[src/design/ptq_pkg.sv]
// shared constants, codes and state type for the periodic timer queue
`timescale 1ns / 1ps

package ptq_pkg;

    localparam int NUM_TIMERS_DEF = 16;

    localparam int TIME_W    = 48;
    localparam int PERIOD_W  = 32;
    localparam int SLOT_W    = 4;
    localparam int ELAPSED_W = 16;

    localparam int S_TDATA_W = 56;
    localparam int S_TUSER_W = 2;
    localparam int M_TDATA_W = 40;
    localparam int M_TUSER_W = 3;

    localparam logic [1:0] OP_ADD    = 2'd0;
    localparam logic [1:0] OP_REMOVE = 2'd1;
    localparam logic [1:0] OP_TICK   = 2'd2;

    localparam logic [2:0] KIND_ADDED    = 3'd0;
    localparam logic [2:0] KIND_FULL     = 3'd1;
    localparam logic [2:0] KIND_REMOVED  = 3'd2;
    localparam logic [2:0] KIND_NOTFOUND = 3'd3;
    localparam logic [2:0] KIND_EXPIRED  = 3'd4;
    localparam logic [2:0] KIND_TICKDONE = 3'd5;

    typedef enum logic [2:0] {
        ST_IDLE,
        ST_ADD_SCAN,
        ST_TICK_SCAN,
        ST_TICK_UPD,
        ST_EXP_OUT,
        ST_FIN_SCAN,
        ST_FIN_CALC,
        ST_FIN_OUT
    } ptq_state_t;

endpackage

[src/design/periodic_timer_queue.sv]
// periodic timer queue: slot table, time counter and scan sequencer
`timescale 1ns / 1ps

// Commands enter on the s_ channel: s_tuser carries the operation (add, remove,
// tick) and s_tdata the period, repeat flag, slot and elapsed time. Results
// leave on the m_ channel: m_tuser carries the result kind, m_tdata the slot,
// remaining time and empty flag, and m_tlast marks the final beat of a command.
// One command is worked at a time; s_tready is high only while the sequencer
// is idle. The deadline table sits in a one-read, one-write memory, and the
// deadline searches walk it one slot a cycle through a single compare stage.
// A remove makes one pass over the table, and an add first looks for a
// free slot and then makes one; a tick makes a further pass for each timer
// that expires, as each needs its own pass to find the next earliest deadline.
// A tick beat of elapsed time is added with the same 48-bit adder that forms
// new deadlines. The result register frees the sequencer as soon as the last
// beat is loaded; a stalled receiver holds the beat and stops the sequencer
// only when it has a further beat to load.
// Reset clears the time counter and disarms every slot; the memory is not
// cleared, as a slot's entry is read only once it is armed.
module periodic_timer_queue #(
    parameter int NUM_TIMERS = ptq_pkg::NUM_TIMERS_DEF
) (
    input  logic                           aclk,
    input  logic                           aresetn,
    input  logic                           s_tvalid,
    output logic                           s_tready,
    // period[31:0], repeat_req[32], slot[36:33], elapsed[52:37], zero fill
    input  logic [ptq_pkg::S_TDATA_W-1:0]  s_tdata,
    // operation[1:0]
    input  logic [ptq_pkg::S_TUSER_W-1:0]  s_tuser,
    output logic                           m_tvalid,
    input  logic                           m_tready,
    // timer_slot[3:0], remaining[35:4], empty_res[36], zero fill
    output logic [ptq_pkg::M_TDATA_W-1:0]  m_tdata,
    // kind[2:0]
    output logic [ptq_pkg::M_TUSER_W-1:0]  m_tuser,
    output logic                           m_tlast
);

    import ptq_pkg::*;

    localparam int IdxW     = $clog2(NUM_TIMERS);
    localparam int SlotCmpW = (IdxW + 1 > SLOT_W) ? IdxW + 1 : SLOT_W;
    localparam logic [IdxW-1:0] LastIdx = IdxW'(NUM_TIMERS - 1);

    // input unpack
    logic [1:0]           in_op;
    logic [PERIOD_W-1:0]  in_period;
    logic                 in_rep;
    logic [SLOT_W-1:0]    in_slot;
    logic [ELAPSED_W-1:0] in_elapsed;
    logic [IdxW-1:0]      in_slot_idx;
    logic                 in_slot_ok;

    assign in_op       = s_tuser[1:0];
    assign in_period   = s_tdata[31:0];
    assign in_rep      = s_tdata[32];
    assign in_slot     = s_tdata[36:33];
    assign in_elapsed  = s_tdata[52:37];
    assign in_slot_idx = IdxW'(in_slot);
    assign in_slot_ok  = SlotCmpW'(in_slot) < SlotCmpW'(NUM_TIMERS);

    // registers
    ptq_state_t            state_reg, state_next;
    logic [TIME_W-1:0]     now_reg, now_next;
    logic [NUM_TIMERS-1:0] armed_reg, armed_next;
    logic [NUM_TIMERS-1:0] done_reg, done_next;
    logic [IdxW-1:0]       addr_reg, addr_next;
    logic                  issue_reg, issue_next;
    logic [IdxW-1:0]       rd_idx_reg, rd_idx_next;
    logic                  rd_vld_reg, rd_vld_next;
    logic                  best_vld_reg, best_vld_next;
    logic [TIME_W-1:0]     best_dl_reg, best_dl_next;
    logic [IdxW-1:0]       best_idx_reg, best_idx_next;
    logic [PERIOD_W-1:0]   best_per_reg, best_per_next;
    logic                  best_rep_reg, best_rep_next;
    logic [PERIOD_W-1:0]   in_period_reg, in_period_next;
    logic                  in_rep_reg, in_rep_next;
    logic [2:0]            fin_kind_reg, fin_kind_next;
    logic [SLOT_W-1:0]     fin_slot_reg, fin_slot_next;
    logic [PERIOD_W-1:0]   rem_reg, rem_next;
    logic                  empty_reg, empty_next;

    logic                  m_tvalid_reg, m_tvalid_next;
    logic [2:0]            out_kind_reg, out_kind_next;
    logic [SLOT_W-1:0]     out_slot_reg, out_slot_next;
    logic [PERIOD_W-1:0]   out_rem_reg, out_rem_next;
    logic                  out_empty_reg, out_empty_next;
    logic                  out_last_reg, out_last_next;

    // memory
    logic [TIME_W-1:0]   dl_mem  [NUM_TIMERS];
    logic [PERIOD_W-1:0] per_mem [NUM_TIMERS];
    logic                rep_mem [NUM_TIMERS];
    logic [TIME_W-1:0]   rd_dl_reg;
    logic [PERIOD_W-1:0] rd_per_reg;
    logic                rd_rep_reg;
    logic                mem_we;
    logic [IdxW-1:0]     mem_waddr;
    logic [TIME_W-1:0]   mem_wdl;
    logic [PERIOD_W-1:0] mem_wper;
    logic                mem_wrep;

    always_ff @(posedge aclk) begin
        if (mem_we) begin
            dl_mem[mem_waddr]  <= mem_wdl;
            per_mem[mem_waddr] <= mem_wper;
            rep_mem[mem_waddr] <= mem_wrep;
        end
        rd_dl_reg  <= dl_mem[addr_reg];
        rd_per_reg <= per_mem[addr_reg];
        rd_rep_reg <= rep_mem[addr_reg];
    end

    // shared time adder: tick advance and new deadlines
    logic [PERIOD_W-1:0] add_b;
    logic [TIME_W-1:0]   time_sum;

    always_comb begin
        if (state_reg == ST_IDLE) begin
            add_b = PERIOD_W'(in_elapsed);
        end else if (state_reg == ST_ADD_SCAN) begin
            add_b = in_period_reg;
        end else begin
            add_b = best_per_reg;
        end
    end

    assign time_sum = now_reg + TIME_W'(add_b);

    // compare stage on the registered read data
    logic cand_due, cand_qual, cand_better, scan_last;

    assign cand_due    = rd_dl_reg <= now_reg;
    assign cand_qual   = rd_vld_reg && armed_reg[rd_idx_reg] &&
                         (state_reg == ST_FIN_SCAN || (!done_reg[rd_idx_reg] && cand_due));
    assign cand_better = !best_vld_reg || (rd_dl_reg < best_dl_reg);
    assign scan_last   = rd_vld_reg && (rd_idx_reg == LastIdx);

    // time to earliest deadline, clamped at zero and saturated
    logic [TIME_W:0]     diff;
    logic                diff_pos;
    logic [PERIOD_W-1:0] rem_calc;

    assign diff     = {1'b0, best_dl_reg} - {1'b0, now_reg};
    assign diff_pos = best_vld_reg && !diff[TIME_W] && (diff[TIME_W-1:0] != '0);

    always_comb begin
        if (!diff_pos) begin
            rem_calc = '0;
        end else if (diff[TIME_W-1:PERIOD_W] != '0) begin
            rem_calc = '1;
        end else begin
            rem_calc = diff[PERIOD_W-1:0];
        end
    end

    logic out_free;
    assign out_free = !m_tvalid_reg || m_tready;

    // next state
    always_comb begin
        state_next = state_reg;
        unique case (state_reg)
            ST_IDLE: begin
                if (s_tvalid) begin
                    unique case (in_op)
                        OP_ADD:    state_next = ST_ADD_SCAN;
                        OP_REMOVE: state_next = ST_FIN_SCAN;
                        OP_TICK:   state_next = ST_TICK_SCAN;
                        default:   state_next = ST_IDLE;
                    endcase
                end
            end
            ST_ADD_SCAN: begin
                if (!armed_reg[addr_reg] || addr_reg == LastIdx) begin
                    state_next = ST_FIN_SCAN;
                end
            end
            ST_TICK_SCAN: begin
                if (scan_last) begin
                    state_next = ST_TICK_UPD;
                end
            end
            ST_TICK_UPD: begin
                state_next = best_vld_reg ? ST_EXP_OUT : ST_FIN_SCAN;
            end
            ST_EXP_OUT: begin
                if (out_free) begin
                    state_next = ST_TICK_SCAN;
                end
            end
            ST_FIN_SCAN: begin
                if (scan_last) begin
                    state_next = ST_FIN_CALC;
                end
            end
            ST_FIN_CALC: begin
                state_next = ST_FIN_OUT;
            end
            ST_FIN_OUT: begin
                if (out_free) begin
                    state_next = ST_IDLE;
                end
            end
            default: state_next = ST_IDLE;
        endcase
    end

    // datapath and outputs
    logic scan_start;
    logic out_load;

    always_comb begin
        now_next       = now_reg;
        armed_next     = armed_reg;
        done_next      = done_reg;
        addr_next      = addr_reg;
        issue_next     = issue_reg;
        rd_idx_next    = rd_idx_reg;
        rd_vld_next    = rd_vld_reg;
        best_vld_next  = best_vld_reg;
        best_dl_next   = best_dl_reg;
        best_idx_next  = best_idx_reg;
        best_per_next  = best_per_reg;
        best_rep_next  = best_rep_reg;
        in_period_next = in_period_reg;
        in_rep_next    = in_rep_reg;
        fin_kind_next  = fin_kind_reg;
        fin_slot_next  = fin_slot_reg;
        rem_next       = rem_reg;
        empty_next     = empty_reg;
        out_kind_next  = out_kind_reg;
        out_slot_next  = out_slot_reg;
        out_rem_next   = out_rem_reg;
        out_empty_next = out_empty_reg;
        out_last_next  = out_last_reg;
        mem_we         = 1'b0;
        mem_waddr      = best_idx_reg;
        mem_wdl        = time_sum;
        mem_wper       = best_per_reg;
        mem_wrep       = best_rep_reg;
        scan_start     = 1'b0;
        out_load       = 1'b0;

        unique case (state_reg)
            ST_IDLE: begin
                if (s_tvalid) begin
                    unique case (in_op)
                        OP_ADD: begin
                            in_period_next = (in_period == '0) ? PERIOD_W'(1) : in_period;
                            in_rep_next    = in_rep;
                            addr_next      = '0;
                        end
                        OP_REMOVE: begin
                            if (in_slot_ok && armed_reg[in_slot_idx]) begin
                                armed_next[in_slot_idx] = 1'b0;
                                fin_kind_next           = KIND_REMOVED;
                            end else begin
                                fin_kind_next = KIND_NOTFOUND;
                            end
                            fin_slot_next = in_slot;
                            scan_start    = 1'b1;
                        end
                        OP_TICK: begin
                            now_next   = time_sum;
                            done_next  = '0;
                            scan_start = 1'b1;
                        end
                        default: ;
                    endcase
                end
            end
            ST_ADD_SCAN: begin
                if (!armed_reg[addr_reg]) begin
                    mem_we               = 1'b1;
                    mem_waddr            = addr_reg;
                    mem_wper             = in_period_reg;
                    mem_wrep             = in_rep_reg;
                    armed_next[addr_reg] = 1'b1;
                    fin_kind_next        = KIND_ADDED;
                    fin_slot_next        = SLOT_W'(addr_reg);
                    scan_start           = 1'b1;
                end else if (addr_reg == LastIdx) begin
                    fin_kind_next = KIND_FULL;
                    fin_slot_next = '0;
                    scan_start    = 1'b1;
                end else begin
                    addr_next = addr_reg + IdxW'(1);
                end
            end
            ST_TICK_SCAN, ST_FIN_SCAN: begin
                // read address leads the compare through the registered memory read
                if (issue_reg) begin
                    rd_vld_next = 1'b1;
                    rd_idx_next = addr_reg;
                    if (addr_reg == LastIdx) begin
                        issue_next = 1'b0;
                    end else begin
                        addr_next = addr_reg + IdxW'(1);
                    end
                end else begin
                    rd_vld_next = 1'b0;
                end
                if (cand_qual && cand_better) begin
                    best_vld_next = 1'b1;
                    best_dl_next  = rd_dl_reg;
                    best_idx_next = rd_idx_reg;
                    best_per_next = rd_per_reg;
                    best_rep_next = rd_rep_reg;
                end
            end
            ST_TICK_UPD: begin
                if (best_vld_reg) begin
                    done_next[best_idx_reg] = 1'b1;
                    if (best_rep_reg) begin
                        mem_we = 1'b1;
                    end else begin
                        armed_next[best_idx_reg] = 1'b0;
                    end
                end else begin
                    fin_kind_next = KIND_TICKDONE;
                    fin_slot_next = '0;
                    scan_start    = 1'b1;
                end
            end
            ST_EXP_OUT: begin
                if (out_free) begin
                    out_load       = 1'b1;
                    out_kind_next  = KIND_EXPIRED;
                    out_slot_next  = SLOT_W'(best_idx_reg);
                    out_rem_next   = '0;
                    out_empty_next = 1'b0;
                    out_last_next  = 1'b0;
                    scan_start     = 1'b1;
                end
            end
            ST_FIN_CALC: begin
                rem_next   = rem_calc;
                empty_next = !best_vld_reg;
            end
            ST_FIN_OUT: begin
                if (out_free) begin
                    out_load       = 1'b1;
                    out_kind_next  = fin_kind_reg;
                    out_slot_next  = fin_slot_reg;
                    out_rem_next   = rem_reg;
                    out_empty_next = empty_reg;
                    out_last_next  = 1'b1;
                end
            end
            default: ;
        endcase

        if (scan_start) begin
            addr_next     = '0;
            issue_next    = 1'b1;
            rd_vld_next   = 1'b0;
            best_vld_next = 1'b0;
        end
    end

    always_comb begin
        if (out_load) begin
            m_tvalid_next = 1'b1;
        end else if (m_tready) begin
            m_tvalid_next = 1'b0;
        end else begin
            m_tvalid_next = m_tvalid_reg;
        end
    end

    // control registers
    always_ff @(posedge aclk) begin
        if (!aresetn) begin
            state_reg    <= ST_IDLE;
            now_reg      <= '0;
            armed_reg    <= '0;
            done_reg     <= '0;
            issue_reg    <= 1'b0;
            rd_vld_reg   <= 1'b0;
            best_vld_reg <= 1'b0;
            m_tvalid_reg <= 1'b0;
        end else begin
            state_reg    <= state_next;
            now_reg      <= now_next;
            armed_reg    <= armed_next;
            done_reg     <= done_next;
            issue_reg    <= issue_next;
            rd_vld_reg   <= rd_vld_next;
            best_vld_reg <= best_vld_next;
            m_tvalid_reg <= m_tvalid_next;
        end
    end

    // payload registers
    always_ff @(posedge aclk) begin
        addr_reg      <= addr_next;
        rd_idx_reg    <= rd_idx_next;
        best_dl_reg   <= best_dl_next;
        best_idx_reg  <= best_idx_next;
        best_per_reg  <= best_per_next;
        best_rep_reg  <= best_rep_next;
        in_period_reg <= in_period_next;
        in_rep_reg    <= in_rep_next;
        fin_kind_reg  <= fin_kind_next;
        fin_slot_reg  <= fin_slot_next;
        rem_reg       <= rem_next;
        empty_reg     <= empty_next;
        out_kind_reg  <= out_kind_next;
        out_slot_reg  <= out_slot_next;
        out_rem_reg   <= out_rem_next;
        out_empty_reg <= out_empty_next;
        out_last_reg  <= out_last_next;
    end

    assign s_tready = (state_reg == ST_IDLE);
    assign m_tvalid = m_tvalid_reg;
    assign m_tdata  = {(M_TDATA_W - SLOT_W - PERIOD_W - 1)'(0), out_empty_reg,
                       out_rem_reg, out_slot_reg};
    assign m_tuser  = out_kind_reg;
    assign m_tlast  = out_last_reg;

    // the expiry picked by a pass is live, unreported and due
    a_pick_live: assert property (@(posedge aclk) disable iff (!aresetn)
        state_reg == ST_TICK_UPD && best_vld_reg |->
            armed_reg[best_idx_reg] && !done_reg[best_idx_reg] && best_dl_reg <= now_reg)
        else $error("tick pass picked a slot that is not a live due timer");

    // a final beat hands control back to idle with the beat on the bus
    a_final_idle: assert property (@(posedge aclk) disable iff (!aresetn)
        out_load && out_last_next |=> state_reg == ST_IDLE && m_tvalid_reg)
        else $error("final beat loaded without returning to idle");

    // time moves only on an accepted tick
    a_now_hold: assert property (@(posedge aclk) disable iff (!aresetn)
        !(s_tvalid && s_tready && in_op == OP_TICK) |=> $stable(now_reg))
        else $error("time counter changed outside a tick");

    // no new command while an expiry beat of the current tick is pending
    a_no_accept_mid: assert property (@(posedge aclk) disable iff (!aresetn)
        m_tvalid_reg && !out_last_reg |-> !s_tready)
        else $error("ready raised before the final beat of a command");

endmodule
[config.mk]
export PLATFORM = sky130hd
export DESIGN_NAME = periodic_timer_queue
export DESIGN_NICKNAME = d
export VERILOG_FILES = /design/src/design/ptq_pkg.sv /design/src/design/periodic_timer_queue.sv
export SDC_FILE = /design/constraint.sdc
export NUM_CORES = 2
export LEC_CHECK = 0
export CAP_MARGIN = 20
export CELL_PAD_IN_SITES_DETAIL_PLACEMENT = 0
export CELL_PAD_IN_SITES_GLOBAL_PLACEMENT = 1
export CORE_MARGIN = 10
export CORE_UTILIZATION = 55
export CTS_CLUSTER_DIAMETER = 40
export DETAILED_ROUTE_END_ITERATION = 12
export DONT_BUFFER_PORTS = 1
export GPL_TIMING_DRIVEN = 0
export HOLD_SLACK_MARGIN = 0.03
export PLACE_DENSITY_LB_ADDON = 0.1
export SLEW_MARGIN = 20
export SYNTH_ARGS = -nofsm -noshare
export SYNTH_HDL_FRONTEND = slang
export SYNTH_SLANG_ARGS = --single-unit
[constraint.sdc]
create_clock -name aclk -period 12.1 [get_ports aclk]
set_input_delay 0.605 -clock aclk [delete_from_list [all_inputs] [get_ports aclk]]
set_output_delay 0.605 -clock aclk [all_outputs]
set_load 0.005 [all_outputs]
* After elaboration in Yosys (flattened, before gate mapping)
Memories as Yosys holds them, arrays and structs flattened. A register that Yosys moved wholly into a read port is not among the register bits.
Index checks and enable logic that the tools add are counted.
** Word-level totals
- Input port bits :: 62
- Memories kept :: 3
- RAM bits :: 1296
- Bits in latches :: 0
- Bits in read-only memories :: 0
- Output and inout port bits :: 46
- Logic and storage cells :: 216
- Register bits :: 294
** Memory list
- dl_mem :: depth 16, bits a word 48, read ports 1, clocked after memory_dff 1, wr ports 1, line periodic_timer_queue.sv:92 : logic [TIME_W-1:0] dl_mem [NUM_TIMERS];
- per_mem :: depth 16, bits a word 32, read ports 1, clocked after memory_dff 1, wr ports 1, line periodic_timer_queue.sv:93 : logic [PERIOD_W-1:0] per_mem [NUM_TIMERS];
- rep_mem :: depth 16, bits a word 1, read ports 1, clocked after memory_dff 1, wr ports 1, line periodic_timer_queue.sv:94 : logic rep_mem [NUM_TIMERS];
** Cells by class
- Shift-type cells :: 0
- Multiplexer cells :: 97
- Equal/unequal tests :: 28
- Div/mod/pow operators :: 0
- Bitwise logic cells :: 7
- Reductions and logical operators :: 44
- $lt $le $gt $ge :: 9
- Add/sub/neg operators :: 3
- Multiply operators :: 0
** Operators by type and width (number)
- 2-to-1 mux 32 bit :: 7
- 2-to-1 mux 16 bit :: 9
- case mux 32 bit (2 select lines) :: 1
- 2-to-1 mux 4 bit :: 14
- subtractor 48 x 48 -> 49 bit :: 1
- adder 48 x 32 -> 48 bit :: 1
- <= comparator 48 bit :: 1
- less-than comparator 48 bit :: 1
- case mux 16 bit (3 select lines) :: 1
- nonzero test 48 bit :: 1
- 2-to-1 mux 3 bit :: 13
- 2-to-1 mux 1 bit :: 33
- AND 16 bit :: 2
- logical NOT 32 bit :: 1
- inverter 16 bit :: 2
- OR 16 bit :: 2
- case mux 16 bit (2 select lines) :: 1
- case mux 3 bit (8 select lines) :: 1
- case mux 4 bit (3 select lines) :: 2
- less-than comparator 4 x 5 -> 1 bit (second input constant) :: 4
- != test 2 bit (second input constant) :: 10
- case mux 3 bit (3 select lines) :: 2
- binary-select mux 1 bit (select 4 bit) :: 4
- nonzero test 16 bit :: 1
- other kinds (30) :: 73

* Logic depth before layout (Yosys ltp)
- Word-level depth :: 10
- Gate-level depth with buffers :: 19
- Mapped depth without buffers :: 16

* Worst setup path before layout
Ideal clock, no wire load.
- Path type :: register to register
- Start point :: register rd_idx_reg[0]
- End point :: register best_dl_reg[0], enable pin
- Path buffers :: 1
- Stages on the path, launching flop included :: 9
- Path slack :: 2.859 ns
- Required time :: 11.445 ns
- Period minus slack after synthesis :: 9.241 ns
- Arrival time :: 8.586 ns
- Library setup time :: 0.655 ns
- Cell sequence :: edfxtp_1 clkbuf_1 mux4_2 mux4_2 nor3_1 o21ai_0 a211oi_1 o211ai_1 a211oi_1
** Between the ends
- Longest elaborated chain between the ends :: 8
- Elaborated cells on any way between the ends :: 11
- Classes of those cells :: mux: 4; reduce/logical: 7
** RTL lines
- start: declaration :: line periodic_timer_queue.sv:70 : logic [IdxW-1:0] rd_idx_reg, rd_idx_next;
- start signal: assignment :: line periodic_timer_queue.sv:399 : rd_idx_reg <= rd_idx_next;
- binary-select mux 1 bit (select 4 bit) :: line periodic_timer_queue.sv:136 : (state_reg == ST_FIN_SCAN || (!done_reg[rd_idx_reg] && cand_due));
- 2-to-1 mux 1 bit (implied by the code) :: line periodic_timer_queue.sv:136
- logical NOT 1 bit :: line periodic_timer_queue.sv:136
- logical AND 1 bit :: line periodic_timer_queue.sv:136
- logical OR 1 bit :: line periodic_timer_queue.sv:136
- logical AND 1 bit * :: line periodic_timer_queue.sv:135 : assign cand_qual = rd_vld_reg && armed_reg[rd_idx_reg] &&
- logical AND 1 bit * :: line periodic_timer_queue.sv:305 : if (cand_qual && cand_better) begin
- AND reduction 2 bit (no line) *
- end signal: assignment :: line periodic_timer_queue.sv:400 : best_dl_reg <= best_dl_next;
- end: declaration :: line periodic_timer_queue.sv:73 : logic [TIME_W-1:0] best_dl_reg, best_dl_next;
Mark *: on every way between the ends. The rest lies on a longest branch, timed or not. The select of a mux whose other input is x is not followed.
A chain may end at the register's enable or synchronous reset.

* Worst setup path in the final report
- Start point :: register state_reg[0]
- End point :: memory dl_mem[8][45] (data pin)
** Between the ends
- Longest elaborated chain between the ends :: 4
- Elaborated cells on any way between the ends :: 5
- Classes of those cells :: add/sub: 1; eq/ne: 1; mux: 2; reduce/logical: 1
** RTL lines
- start: declaration :: line periodic_timer_queue.sv:64 : ptq_state_t state_reg, state_next;
- start signal: assignment :: line periodic_timer_queue.sv:385 : state_reg <= state_next;
- == test 3 x 1 -> 1 bit :: line periodic_timer_queue.sv:122 : end else if (state_reg == ST_ADD_SCAN) begin
- 2-to-1 mux 32 bit :: line periodic_timer_queue.sv:122
- 2-to-1 mux 32 bit * :: line periodic_timer_queue.sv:120 : if (state_reg == ST_IDLE) begin
- adder 48 x 32 -> 48 bit * :: line periodic_timer_queue.sv:129 : assign time_sum = now_reg + TIME_W'(add_b);
- named net mem_wdl[45] :: line periodic_timer_queue.sv:100 : logic [TIME_W-1:0] mem_wdl;
- end: declaration :: line periodic_timer_queue.sv:92
Mark *: on every way through the listed nets, which the timed path passes. The rest lies on a longest branch.

==> flow_summary.toml <==
[status]
status = "finished clean"

[sta]
period_share_pct = 67.4
fin_crit_ps = 8160
fmax_ghz = 0.123
holdWs_ps = 111
rsz0062_at_grt = "no"
slew_violations = 0
slew_headroom_pct = 20.8
worst_pin_slew_ps = 1180
setup_viol = 0
hold_viol_final = 0
finalClockSkew_ps = 32.3

[die]
chipHeight_um = 377
io_pins = 108
die_area_um2 = 142000
start_util_pct = 55.5
coreArea_um2 = 126000
rows = 130
die_w_um = 377

[cells_and_area]
stdcell_area_um2 = 82200
area_growth_pct = 17.6
largest_reg_flops = 768
drive_above_1_share_pct = 23.3
fin_nets = 4607
largestRegisters = "dl_mem: 768 flops, per_mem: 512 flops"
regMostFlops = "dl_mem"
final_cells = 6187

[pwr]
power_switching_share_pct = 27.1
pwr-share-seq_pct = 44.6
p_leak_nw = 26.9
power_density_nw_per_um2 = 192
pwr-share-clk_pct = 38.0
internal-power_mw = 11.5
power.total_mw = 15.8
p_switching_mw = 4.28
power_frac_comb_pct = 17.4
peakVddDrop_uv = 166

[worst_setup_path]
critPathCapture = "dl_mem[8][45]$_DFFE_PP_"
path_max_fanout = 16
r2r_setup_slack_ps = 3940
worstSetupPathType = "reg -> reg"
worstPathArrival_ps = 8670
crit_slowest_cell = "a211oi_1"
worstPathRequired_ps = 12610
endpoint_kind = "register"
r2r-start = "state_reg[0]$_SDFFE_PN0P_"
critPathMaxStageDelay_ps = 980
critPathLaunch = "state_reg[0]$_SDFFE_PN0P_"
cp_cell_sequence = "clkbuf_1 -> clkbuf_1 -> buf_1 -> mux2i_1 -> o21ai_0 -> ha_1 -> o21a_1 -> o21ai_0 -> a21oi_1 -> a211oi_1 -> a211oi_1 -> o211ai_1 -> o21ai_1 -> a21oi_1 -> buf_2 -> nor4_1 -> xnor2_2"
critical_path.startpoint_type = "register"
worstReg2RegEnd = "dl_mem[8][45]$_DFFE_PP_"
reg2reg_depth = 17

[yosys]
synth_area_um2 = 70000
ys.flop_type = "edfxtp_1"
avgSynthCellArea_um2 = 17.4
ys_types = 71
synth_edf_count = 1499
yosysWarnings = 0
ys_ff_latch = 1671
synth_cells = 4012
async_flop_share_pct = 0
ys_seq_area_share_pct = 69.3

[hold_path]
min_from = "s_tdata[14]"
hold_class = "in -> reg"

[route]
postRouteAntennaNets = 0
routed_wl_um = 197000
via_count = 39486
viasPerCell = 6.38
drt-pass1-iter-count = 5
routedWlPerCell_um = 31.9
first_iter_violations = 4791
drc_errors = 0

[clock_network]
cts-root-buf = "clkbuf_16"
tritoncts = "built"
cts_made_buffers = 192
postCtsSetupRepairBufs = 0
insertion_delay_ps = 830
htree_levels = 4
clkSinkCount = 1671
ctsResizeCount = 0
clk_pin_slew_ps = 60
clk_path_buf_depth = 3
hold_buffers = 33

[grt]
first_global_vias = 39420
antenna_found_initial = 9
overflow = 0
track_usage_pct = 28.0
grt_max_degree = 34
grt_pass1_wl_um = 284000

[place]
postPlaceCellArea_um2 = 74900
io_buffer_count = 0
gp_congestion = 0.938
hpwl_um = 138000
place_inst = 5782

[run]
maxCapViolCount = 0
==> power groups by stage <==
stage | clock (mW) | combinational [mW] | sequential (mW)
after detailed placement | 0 | 2.70 | 7.19
after global placement | 0 | 2.55 | 7.22
after global routing | 6.33 | 2.95 | 7.08
final | 6.01 | 2.75 | 7.06
after floorplan | 0 | 1.70 | 7.12
after CTS | 6.08 | 2.72 | 7.07
==> worst max-delay path: cells and delay by family (launching register included) <==
kind                       cells  cell delay (ps)
and+or+nand+nor                1              130
DFF                            1              340
muxes                          1              180
adders and majority gates      1              410
AOI/OAI and AO/OA              9             3900
buffers and inverters          4             2270
xor gates and xnor gates       1              600
==> routing by layer <==
layer	part of all wire, %	vias up	track usage, %
met1	40	20457	38.3
met4	3.6	8	10.0
li1	-	16837	-
met3	9.2	352	6.40
met2	48	1832	44.3
met5	0.030	-	0
==> kinds of logic after synthesis <==
| family | after synthesis | synth area share [%] |
|---|---|---|
| AOI/OAI and AO/OA | 566 | 5.10 |
| xor gates and xnor gates | 89 | 1.11 |
| adders and majority gates | 185 | 3.33 |
| buffers and inverters | 364 | 2.07 |
| DFF | 1671 | 69.3 |
| muxes | 489 | 14.7 |
| other | 1 | 0.00536 |
| and+or+nand+nor | 647 | 4.46 |
==> cells in the final DEF (no fill, tap or decap), types with 49 or more instances in the layout <==
cell	count
a21o_1	61
a21oi_1	168
a31oi_1	78
buf_16	56
clkbuf_1	173
clkbuf_16	193
dfxtp_1	172
edfxtp_1	1499
ha_1	183
inv_1	130
mux4_2	425
nand2_1	194
nand4_1	52
nor2_1	136
nor3_1	49
o21ai_0	100
==> through the flow <==
stage / setup TNS [ps] / utilization [%] / setup WS, ps
floorplan: 0 / - / 2860
global placement: -1695480 / 57.1 / -4780
detailed placement: 0 / 59.4 / 3650
CTS: 0 / 65.0 / 3630
global route: 0 / 65.2 / 3620
finish: 0 / 65.2 / 3940
==> layout make-up <==
cell class / count / area, um^2
Multi-Input combinational cell: 1979 / 20500
Timing Repair Buffer: 152 / 2960
Tap cell: 1650 / 2060
Inverter: 131 / 492
Buffer: 233 / 1010
Sequential cell: 1671 / 48500
Clock buffer: 228 / 5060
Clock inverter: 136 / 1660
Antenna cell: 7 / 17.5
Fill cell: 8533 / 43800
==> synth_stat cells (6+ instances only) <==
cell type	number	area (um^2)
buf_4	7	52.6
o2111ai_1	6	52.6
nand4_1	52	325
nand2_1	194	728
a31o_2	6	52.6
mux4_2	425	9570
a211oi_1	16	120
and3_1	11	68.8
ha_1	183	2290
nand3_1	34	170
nor4_1	28	175
o211ai_1	13	97.6
buf_2	12	60.1
and2_1	46	288
xnor2_1	65	569
a21o_1	61	458
or3_1	10	62.6
xor2_1	24	210
o21a_1	17	128
mux2_2	37	417
edfxtp_1	1499	45000
a21oi_1	168	841
or4_1	7	52.6
or2_2	10	62.6
o311ai_0	7	61.3
nand2b_1	19	119
o21ai_1	9	45.0
buf_1	44	165
a22o_1	14	123
a31oi_1	78	488
dfxtp_1	172	3440
nor3_1	50	250
inv_1	130	488
a21boi_0	6	45.0
o21bai_1	12	90.1
mux2i_1	27	270
clkbuf_1	165	619
nor2b_1	22	138
nor2_1	153	574
o21ai_0	100	500
==> worst min-delay path by stage <==
stage                                      endpoint  cells after the start
finish               in_period_reg[0]$_SDFFCE_PN1P_                      3
global route        in_period_reg[18]$_SDFFCE_PN0P_                      1
CTS                 in_period_reg[18]$_SDFFCE_PN0P_                      1
detailed placement       best_per_reg[11]$_DFFE_PP_                      0
global placement          best_per_reg[6]$_DFFE_PP_                      0
floorplan                 best_per_reg[0]$_DFFE_PP_                      0
Note: power is estimated with default switching activity, not from simulation.
